## src/rtl/core/kvp_pkg.sv

```systemverilog
// types, codes and helpers shared by the key=value parser
package kvp_pkg;

  localparam int IndexWidth = 16;
  localparam int PosWidth   = 16;

  localparam logic [7:0] ChNul       = 8'h00;
  localparam logic [7:0] ChComma     = 8'h2C;
  localparam logic [7:0] ChEquals    = 8'h3D;
  localparam logic [7:0] ChQuote     = 8'h22;
  localparam logic [7:0] ChBackslash = 8'h5C;
  localparam logic [7:0] ChSpace     = 8'h20;
  localparam logic [7:0] ChTab       = 8'h09;
  localparam logic [7:0] ChCr        = 8'h0D;

  typedef logic [IndexWidth-1:0] idx_t;

  typedef enum logic [2:0] {
    PH_SKIP   = 3'd0,
    PH_KEY    = 3'd1,
    PH_VSTART = 3'd2,
    PH_BARE   = 3'd3,
    PH_QUOTED = 3'd4,
    PH_ESCAPE = 3'd5
  } phase_t;

  typedef enum logic [1:0] {
    KIND_KEY     = 2'd0,
    KIND_VAL     = 2'd1,
    KIND_VEND    = 2'd2,
    KIND_ABANDON = 2'd3
  } kind_t;

  typedef struct packed {
    kind_t               kind;
    logic [7:0]          byte_out;
    logic [PosWidth-1:0] position;
    logic                key_last;
  } result_t;

  typedef struct packed {
    logic    emit;
    result_t res;
    phase_t  phase_nxt;
    idx_t    idx_nxt;
  } step_t;

  function automatic logic is_sep(input logic [7:0] c);
    return (c == ChSpace) || ((c >= ChTab) && (c <= ChCr)) || (c == ChComma);
  endfunction

  function automatic logic [PosWidth-1:0] pos_sat(input idx_t idx);
    logic [IndexWidth+PosWidth-1:0] wide;
    logic [IndexWidth+PosWidth-1:0] lim;
    wide = {{PosWidth{1'b0}}, idx};
    lim  = (IndexWidth+PosWidth)'({PosWidth{1'b1}});
    if (wide > lim) begin
      return {PosWidth{1'b1}};
    end
    return wide[PosWidth-1:0];
  endfunction

  function automatic idx_t bump(input idx_t idx);
    if (idx != {IndexWidth{1'b1}}) begin
      return idx + IndexWidth'(1);
    end
    return idx;
  endfunction

endpackage

```

## src/rtl/core/kvp_decode.sv

```systemverilog
// per-character decision: next phase, next index and the result to send
module kvp_decode
  import kvp_pkg::*;
(
  input  phase_t     phase,
  input  idx_t       idx,
  input  logic [7:0] ch,
  output step_t      step
);

  idx_t                bumped;
  logic [PosWidth-1:0] pos;
  logic                is_nul;
  logic                sep;

  assign bumped = bump(idx);
  assign pos    = pos_sat(idx);
  assign is_nul = (ch == ChNul);
  assign sep    = is_sep(ch);

  always_comb begin
    step.emit         = 1'b0;
    step.res.kind     = KIND_KEY;
    step.res.byte_out = ch;
    step.res.position = '0;
    step.res.key_last = 1'b0;
    step.phase_nxt    = phase;
    step.idx_nxt      = idx;
    unique case (phase)
      PH_KEY: begin
        step.emit = 1'b1;
        if (is_nul) begin
          step.phase_nxt    = PH_SKIP;
          step.idx_nxt      = '0;
          step.res.kind     = KIND_ABANDON;
          step.res.byte_out = '0;
        end else if (ch == ChEquals) begin
          step.phase_nxt    = PH_VSTART;
          step.idx_nxt      = '0;
          step.res.position = pos;
          step.res.key_last = 1'b1;
        end else begin
          step.idx_nxt      = bumped;
          step.res.position = pos;
        end
      end
      PH_VSTART: begin
        if (is_nul || sep) begin
          step.emit         = 1'b1;
          step.phase_nxt    = PH_SKIP;
          step.idx_nxt      = '0;
          step.res.kind     = KIND_VEND;
          step.res.byte_out = '0;
        end else if (ch == ChQuote) begin
          step.phase_nxt = PH_QUOTED;
          step.idx_nxt   = '0;
        end else begin
          step.emit      = 1'b1;
          step.phase_nxt = PH_BARE;
          step.idx_nxt   = IndexWidth'(1);
          step.res.kind  = KIND_VAL;
        end
      end
      PH_BARE: begin
        step.emit         = 1'b1;
        step.res.position = pos;
        if (is_nul || sep) begin
          step.phase_nxt    = PH_SKIP;
          step.idx_nxt      = '0;
          step.res.kind     = KIND_VEND;
          step.res.byte_out = '0;
        end else begin
          step.idx_nxt  = bumped;
          step.res.kind = KIND_VAL;
        end
      end
      PH_QUOTED: begin
        step.res.position = pos;
        if (is_nul || (ch == ChQuote)) begin
          step.emit         = 1'b1;
          step.phase_nxt    = PH_SKIP;
          step.idx_nxt      = '0;
          step.res.kind     = KIND_VEND;
          step.res.byte_out = '0;
        end else if (ch == ChBackslash) begin
          step.phase_nxt = PH_ESCAPE;
        end else begin
          step.emit     = 1'b1;
          step.idx_nxt  = bumped;
          step.res.kind = KIND_VAL;
        end
      end
      PH_ESCAPE: begin
        step.emit         = 1'b1;
        step.res.position = pos;
        if (is_nul) begin
          step.phase_nxt    = PH_SKIP;
          step.idx_nxt      = '0;
          step.res.kind     = KIND_VEND;
          step.res.byte_out = '0;
        end else begin
          step.phase_nxt = PH_QUOTED;
          step.idx_nxt   = bumped;
          step.res.kind  = KIND_VAL;
        end
      end
      default: begin
        if (is_nul || sep) begin
          step.phase_nxt = PH_SKIP;
          step.idx_nxt   = '0;
        end else if (ch == ChEquals) begin
          step.emit         = 1'b1;
          step.phase_nxt    = PH_VSTART;
          step.idx_nxt      = '0;
          step.res.key_last = 1'b1;
        end else begin
          step.emit      = 1'b1;
          step.phase_nxt = PH_KEY;
          step.idx_nxt   = IndexWidth'(1);
        end
      end
    endcase
  end

endmodule

```

## src/rtl/core/key_value_pair_parser.sv

```systemverilog
// key=value pair parser: input register, per-character decode, result register
//
// in_valid/in_stall/in_ch carries one text character per request; a zero
// character ends the text and returns the parser to its reset state.
// out_valid/out_stall carries zero or one result per character: out_kind
// (key byte, value byte, value end, key abandoned), out_byte_out,
// out_position (index within key or value, or value length; saturating)
// and out_key_last on the closing '=' of a key.
// The opening quote mark, a backslash that escapes inside quotes and separators
// between pairs produce no result; the closing quote mark gives the value end.
// A result becomes valid in the result register once its character's decode moves on.
// Throughput: one character per cycle unless out_stall holds back a result,
// limited by the single decode stage between the input and result registers.
// Stall: while out_stall holds a waiting result, the next character may still
// be accepted into the input register; characters that produce no result keep
// moving. in_stall rises only when the input register holds a character whose
// result has no free slot.
// Reset (rst_n low, synchronous) empties both registers and sets the parser to
// skip separators with index zero.
module key_value_pair_parser
  import kvp_pkg::*;
(
  input  logic                clk,
  input  logic                rst_n,
  input  logic                in_valid,
  output logic                in_stall,
  input  logic [7:0]          in_ch,
  output logic                out_valid,
  input  logic                out_stall,
  output logic [1:0]          out_kind,
  output logic [7:0]          out_byte_out,
  output logic [PosWidth-1:0] out_position,
  output logic                out_key_last
);

  logic       s1_valid_r, s1_valid_nxt;
  logic [7:0] s1_ch_r;
  phase_t     phase_r;
  idx_t       idx_r;
  logic       out_valid_r, out_valid_nxt;
  result_t    out_res_r;
  step_t      step;
  logic       out_free;
  logic       s1_go;
  logic       in_take;

  kvp_decode u_decode (
    .phase (phase_r),
    .idx   (idx_r),
    .ch    (s1_ch_r),
    .step  (step)
  );

  assign out_free = !out_valid_r || !out_stall;
  assign s1_go    = s1_valid_r && (!step.emit || out_free);
  assign in_stall = s1_valid_r && !s1_go;
  assign in_take  = in_valid && !in_stall;

  always_comb begin
    s1_valid_nxt = s1_valid_r;
    if (in_take) begin
      s1_valid_nxt = 1'b1;
    end else if (s1_go) begin
      s1_valid_nxt = 1'b0;
    end
  end

  always_comb begin
    out_valid_nxt = out_valid_r;
    if (s1_go && step.emit) begin
      out_valid_nxt = 1'b1;
    end else if (!out_stall) begin
      out_valid_nxt = 1'b0;
    end
  end

  always_ff @(posedge clk) begin
    if (!rst_n) begin
      s1_valid_r  <= 1'b0;
      out_valid_r <= 1'b0;
      phase_r     <= PH_SKIP;
      idx_r       <= '0;
    end else begin
      s1_valid_r  <= s1_valid_nxt;
      out_valid_r <= out_valid_nxt;
      if (s1_go) begin
        phase_r <= step.phase_nxt;
        idx_r   <= step.idx_nxt;
      end
    end
  end

  always_ff @(posedge clk) begin
    if (in_take) begin
      s1_ch_r <= in_ch;
    end
    if (s1_go && step.emit) begin
      out_res_r <= step.res;
    end
  end

  assign out_valid    = out_valid_r;
  assign out_kind     = out_res_r.kind;
  assign out_byte_out = out_res_r.byte_out;
  assign out_position = out_res_r.position;
  assign out_key_last = out_res_r.key_last;

`ifndef NO_ASSERTIONS
  a_end_resets: assert property (@(posedge clk) disable iff (!rst_n)
    (s1_go && (s1_ch_r == ChNul)) |=> (phase_r == PH_SKIP) && (idx_r == '0))
    else $error("end of text did not reset parser state");

  a_no_overwrite: assert property (@(posedge clk) disable iff (!rst_n)
    (out_valid_r && out_stall) |=> out_valid_r && $stable(out_res_r))
    else $error("waiting result lost or changed");

  a_last_is_key: assert property (@(posedge clk) disable iff (!rst_n)
    (out_valid_r && out_res_r.key_last) |-> (out_res_r.kind == KIND_KEY))
    else $error("key_last on a non-key result");

  a_marker_zero: assert property (@(posedge clk) disable iff (!rst_n)
    (out_valid_r && ((out_res_r.kind == KIND_VEND) || (out_res_r.kind == KIND_ABANDON)))
      |-> (out_res_r.byte_out == '0))
    else $error("marker carries a nonzero byte");

  a_stall_held: assert property (@(posedge clk) disable iff (!rst_n)
    in_stall |-> (s1_valid_r && step.emit && out_valid_r && out_stall))
    else $error("input stalled without a blocked result");
`endif

endmodule
```

## config.mk

```make
export PLATFORM = sky130hd
export DESIGN_NAME = key_value_pair_parser
export DESIGN_NICKNAME = d
export VERILOG_FILES = /design/src/rtl/core/kvp_pkg.sv /design/src/rtl/core/kvp_decode.sv /design/src/rtl/core/key_value_pair_parser.sv
export SDC_FILE = /design/constraint.sdc
export NUM_CORES = 1
export LEC_CHECK = 0
export BUFFER_PORTS_ARGS = -buffer_cell sky130_fd_sc_hd__clkbuf_2
export CAP_MARGIN = 25
export CORE_AREA = 2 2 88 90
export DETAILED_ROUTE_END_ITERATION = 10
export DIE_AREA = 0 0 90 92
export GPL_TIMING_DRIVEN = 0
export PLACE_DENSITY = 0.64
export RECOVER_POWER = 100
export SYNTH_ARGS = -nofsm -noshare
export SYNTH_HDL_FRONTEND = slang
export SYNTH_SLANG_ARGS = --single-unit
```

## constraint.sdc

```tcl
create_clock -name clk -period 3.64 [get_ports clk]
set_input_delay 0.728 -clock clk [delete_from_list [all_inputs] [get_ports clk]]
set_output_delay 0.728 -clock clk [all_outputs]
set_load 0.005 [all_outputs]
```

==> run metrics <==
clk sink count=56; DP Area=3180 um2; Util after Layout=43.8%; cts bufs inserted=5; routability cong.=0.899; EDFF count, synth=35; CTS clk-pin slew, worst paths=0.10 ns; H-tree levels=2; worst-margin pin slew=0.884 ns; CTS Root Cell=clkbuf_8; Routed met3 length=269 um; Setup crit start kind=flop; Fmax=0.313 GHz; Worst-Skew Late Latency=0.31 ns; endpoints failing setup=0; Critical Path AT=2.47 ns; Slew Limit Fails=0; Fin Clk Skew=0.00916 ns; post-layout min period=3.20 ns; initial DRC count=198; total grt overflow=0; placed cell count=416; CP max FO=10; wire per inst=14.2 um; Post-synth top flop=edfxtp_1; antenna violations before repair=0; first-pass GRT wire length=9870 um; Cell variety after synth=60; port bufs=40; Worst IR Drop VDD=0.154 mV; final instance area=3260 um2; post-DP HPWL=4250 um; Non-Filler Instances=424; ranking of synthesized cells by area=edfxtp_1 (37%), dfxtp_1 (15%), and2_1 (5.1%), nand2_1 (3.8%), a21oi_1 (3.5%); Pwr Density=369 nW/um2; required time worst endpoint=2.91 ns; pin count of the biggest net entering global routing=28; DRC viols=0; status=complete, no violations; Pre-antenna DRT Iters=4; post-CTS sizing=0; GRT Util Overall=14.5%; Total Routed Length=6010 um; WHS=0.490 ns; area growth from synthesis to layout=14.8%; synthesized area=2840 um2; Slowest-stage cell, CP=edfxtp_1; post-synth top area share=37.0%; total negative setup slack=0 ns; fin crit share=87.9%; die span in x=90 um; met2 wire len=2770 um; drt via density=5.27; Core Box Area=7450 um2; synth warn=0; layout cells sized above 1=18.9%; max_cap viols=0; slew margin rel.=40.9%; Final Hold Fails=0; area of the die=8280 um2; Net Count, Synth=287; Initial Utilization=38.1%; vias in the first global route=2,039; CTS tree=done; io pins=41; cts hold-fix bufs=0; CP peak stage delay=0.40 ns; Yosys reg bits=56; top routing layer used=met4; ant diodes=0; Cell Rows=32; Setup CP Type=reg -> out; leading cell type in the layout, fill and taps excluded=edfxtp_1; Clock Tree Buf Depth=2; mean post-synth cell area=10.4 um2; die height=92 um; CP cell instances=clkbuf_1, and4bb_1, a211oi_4, a211oi_1, nor3b_1, and3_1, clkbuf_2; fraction of registers with async set/reset=0%; unrepaired setup endpoints after global routing=no; area leader, netlist=edfxtp_1; post-CTS setup buffers=0; WL met1=2900 um; final net count=334; sequential share of the synthesized area=51.9%; Mapped Cells=274; Setup crit end kind=primary output; routed vias=2,235; Routed Antenna Nets=0; most frequent cells in the layout=edfxtp_1 (35), clkbuf_2 (31), nand2_1 (29); Leak=1.09 nW; Worst Hold Class=reg -> reg
[kinds of logic after synthesis]
group,count (synthesis),share of synthesized area [%]
and+or+nand+nor,124,26.1
buffers and inverters,22,3.48
AOI/OAI and AO/OA,66,16.4
adders and majority gates,1,0.441
xor gates and xnor gates,2,0.617
DFF,56,51.9
muxes,3,1.06
[per-layer routing]
metal,global-route usage (%),vias up
li1,-,1129
met1,20.8,1035
met2,22.7,66
met3,2.38,5
met4,3.85,0
met5,0,-
[final cells by class]
cell class | instances | area (um2)
Clock buffer | 6 | 93.8
Inverter | 3 | 11.3
Sequential cell | 56 | 1470
Clock inverter | 2 | 12.5
Buffer | 19 | 78.8
Tap cell | 102 | 128
Fill cell | 735 | 4190
Timing Repair Buffer | 40 | 189
Multi-Input combinational cell | 196 | 1270
[Yosys cell counts (2+ instances only)]
library cell and n:
edfxtp_1 35, nand2_1 29, and2_1 23, dfxtp_1 21, a21oi_1 20, clkbuf_1 11, nor2_1 11, o21ai_1 9
nand3_1 8, or4_1 8, buf_2 7, nand4_1 7, o21ai_0 5, or3_1 5, nor3_1 4, and3_1 3
inv_1 3, mux2i_1 3, nand4b_1 3, o221a_2 3, o22ai_1 3, or2_2 3, a211o_1 2, a21boi_0 2
a31oi_1 2, and4_1 2, and4bb_1 2, nand3b_1 2, nor2b_1 2, nor3b_1 2, o21a_1 2, o31a_1 2
o32ai_1 2, or3b_2 2
[path summary, 6_finish.rpt]
kind                     endpoint  slack (ns)  startpoint  depth (start not counted)
setup / recovery         in_stall        0.44  s1_ch_r[1]                          7
hold reg to reg          idx_r[9]        0.49    idx_r[9]                          2
hold / removal           idx_r[9]        0.49    idx_r[9]                          2
setup reg to reg  out_position[4]        0.69  s1_ch_r[1]                          6
[flip-flops by register name, summed over array words and instances, names as in the netlist]
register and count:
out_valid 1, phase_r 3, out_kind 2, out_key_last 1
s1_ch_r 8, idx_r 16, s1_valid_r 1, out_position 16
out_byte_out 8
[metrics by stage]
| step | setup slack (ns) | total power, W |
|---|---|---|
| 2_1_floorplan | 0.437 | 0.000798 |
| 3_3_place_gp | -0.404 | 0.000840 |
| 3_5_place_dp | 0.794 | 0.000844 |
| 4_1_cts | 0.578 | 0.00122 |
| 5_1_grt | 0.198 | 0.00125 |
| 6_report | 0.440 | 0.00120 |
[power breakdown]
part	internal, W	switching, W	total [W]
registers	0.000697	0.0000151	0.000713
clock network	0.000176	0.000199	0.000376
logic	0.0000439	0.0000695	0.000113
[worst max-delay path, delay by kind of cell (launching register included)]
family                 cells  cell delay [ns]
and+or+nand+nor            3             0.90
DFF                        1             0.40
buffers and inverters      2             0.37
AOI/OAI and AO/OA          2             0.50
Power figures use the tool's default switching activity.
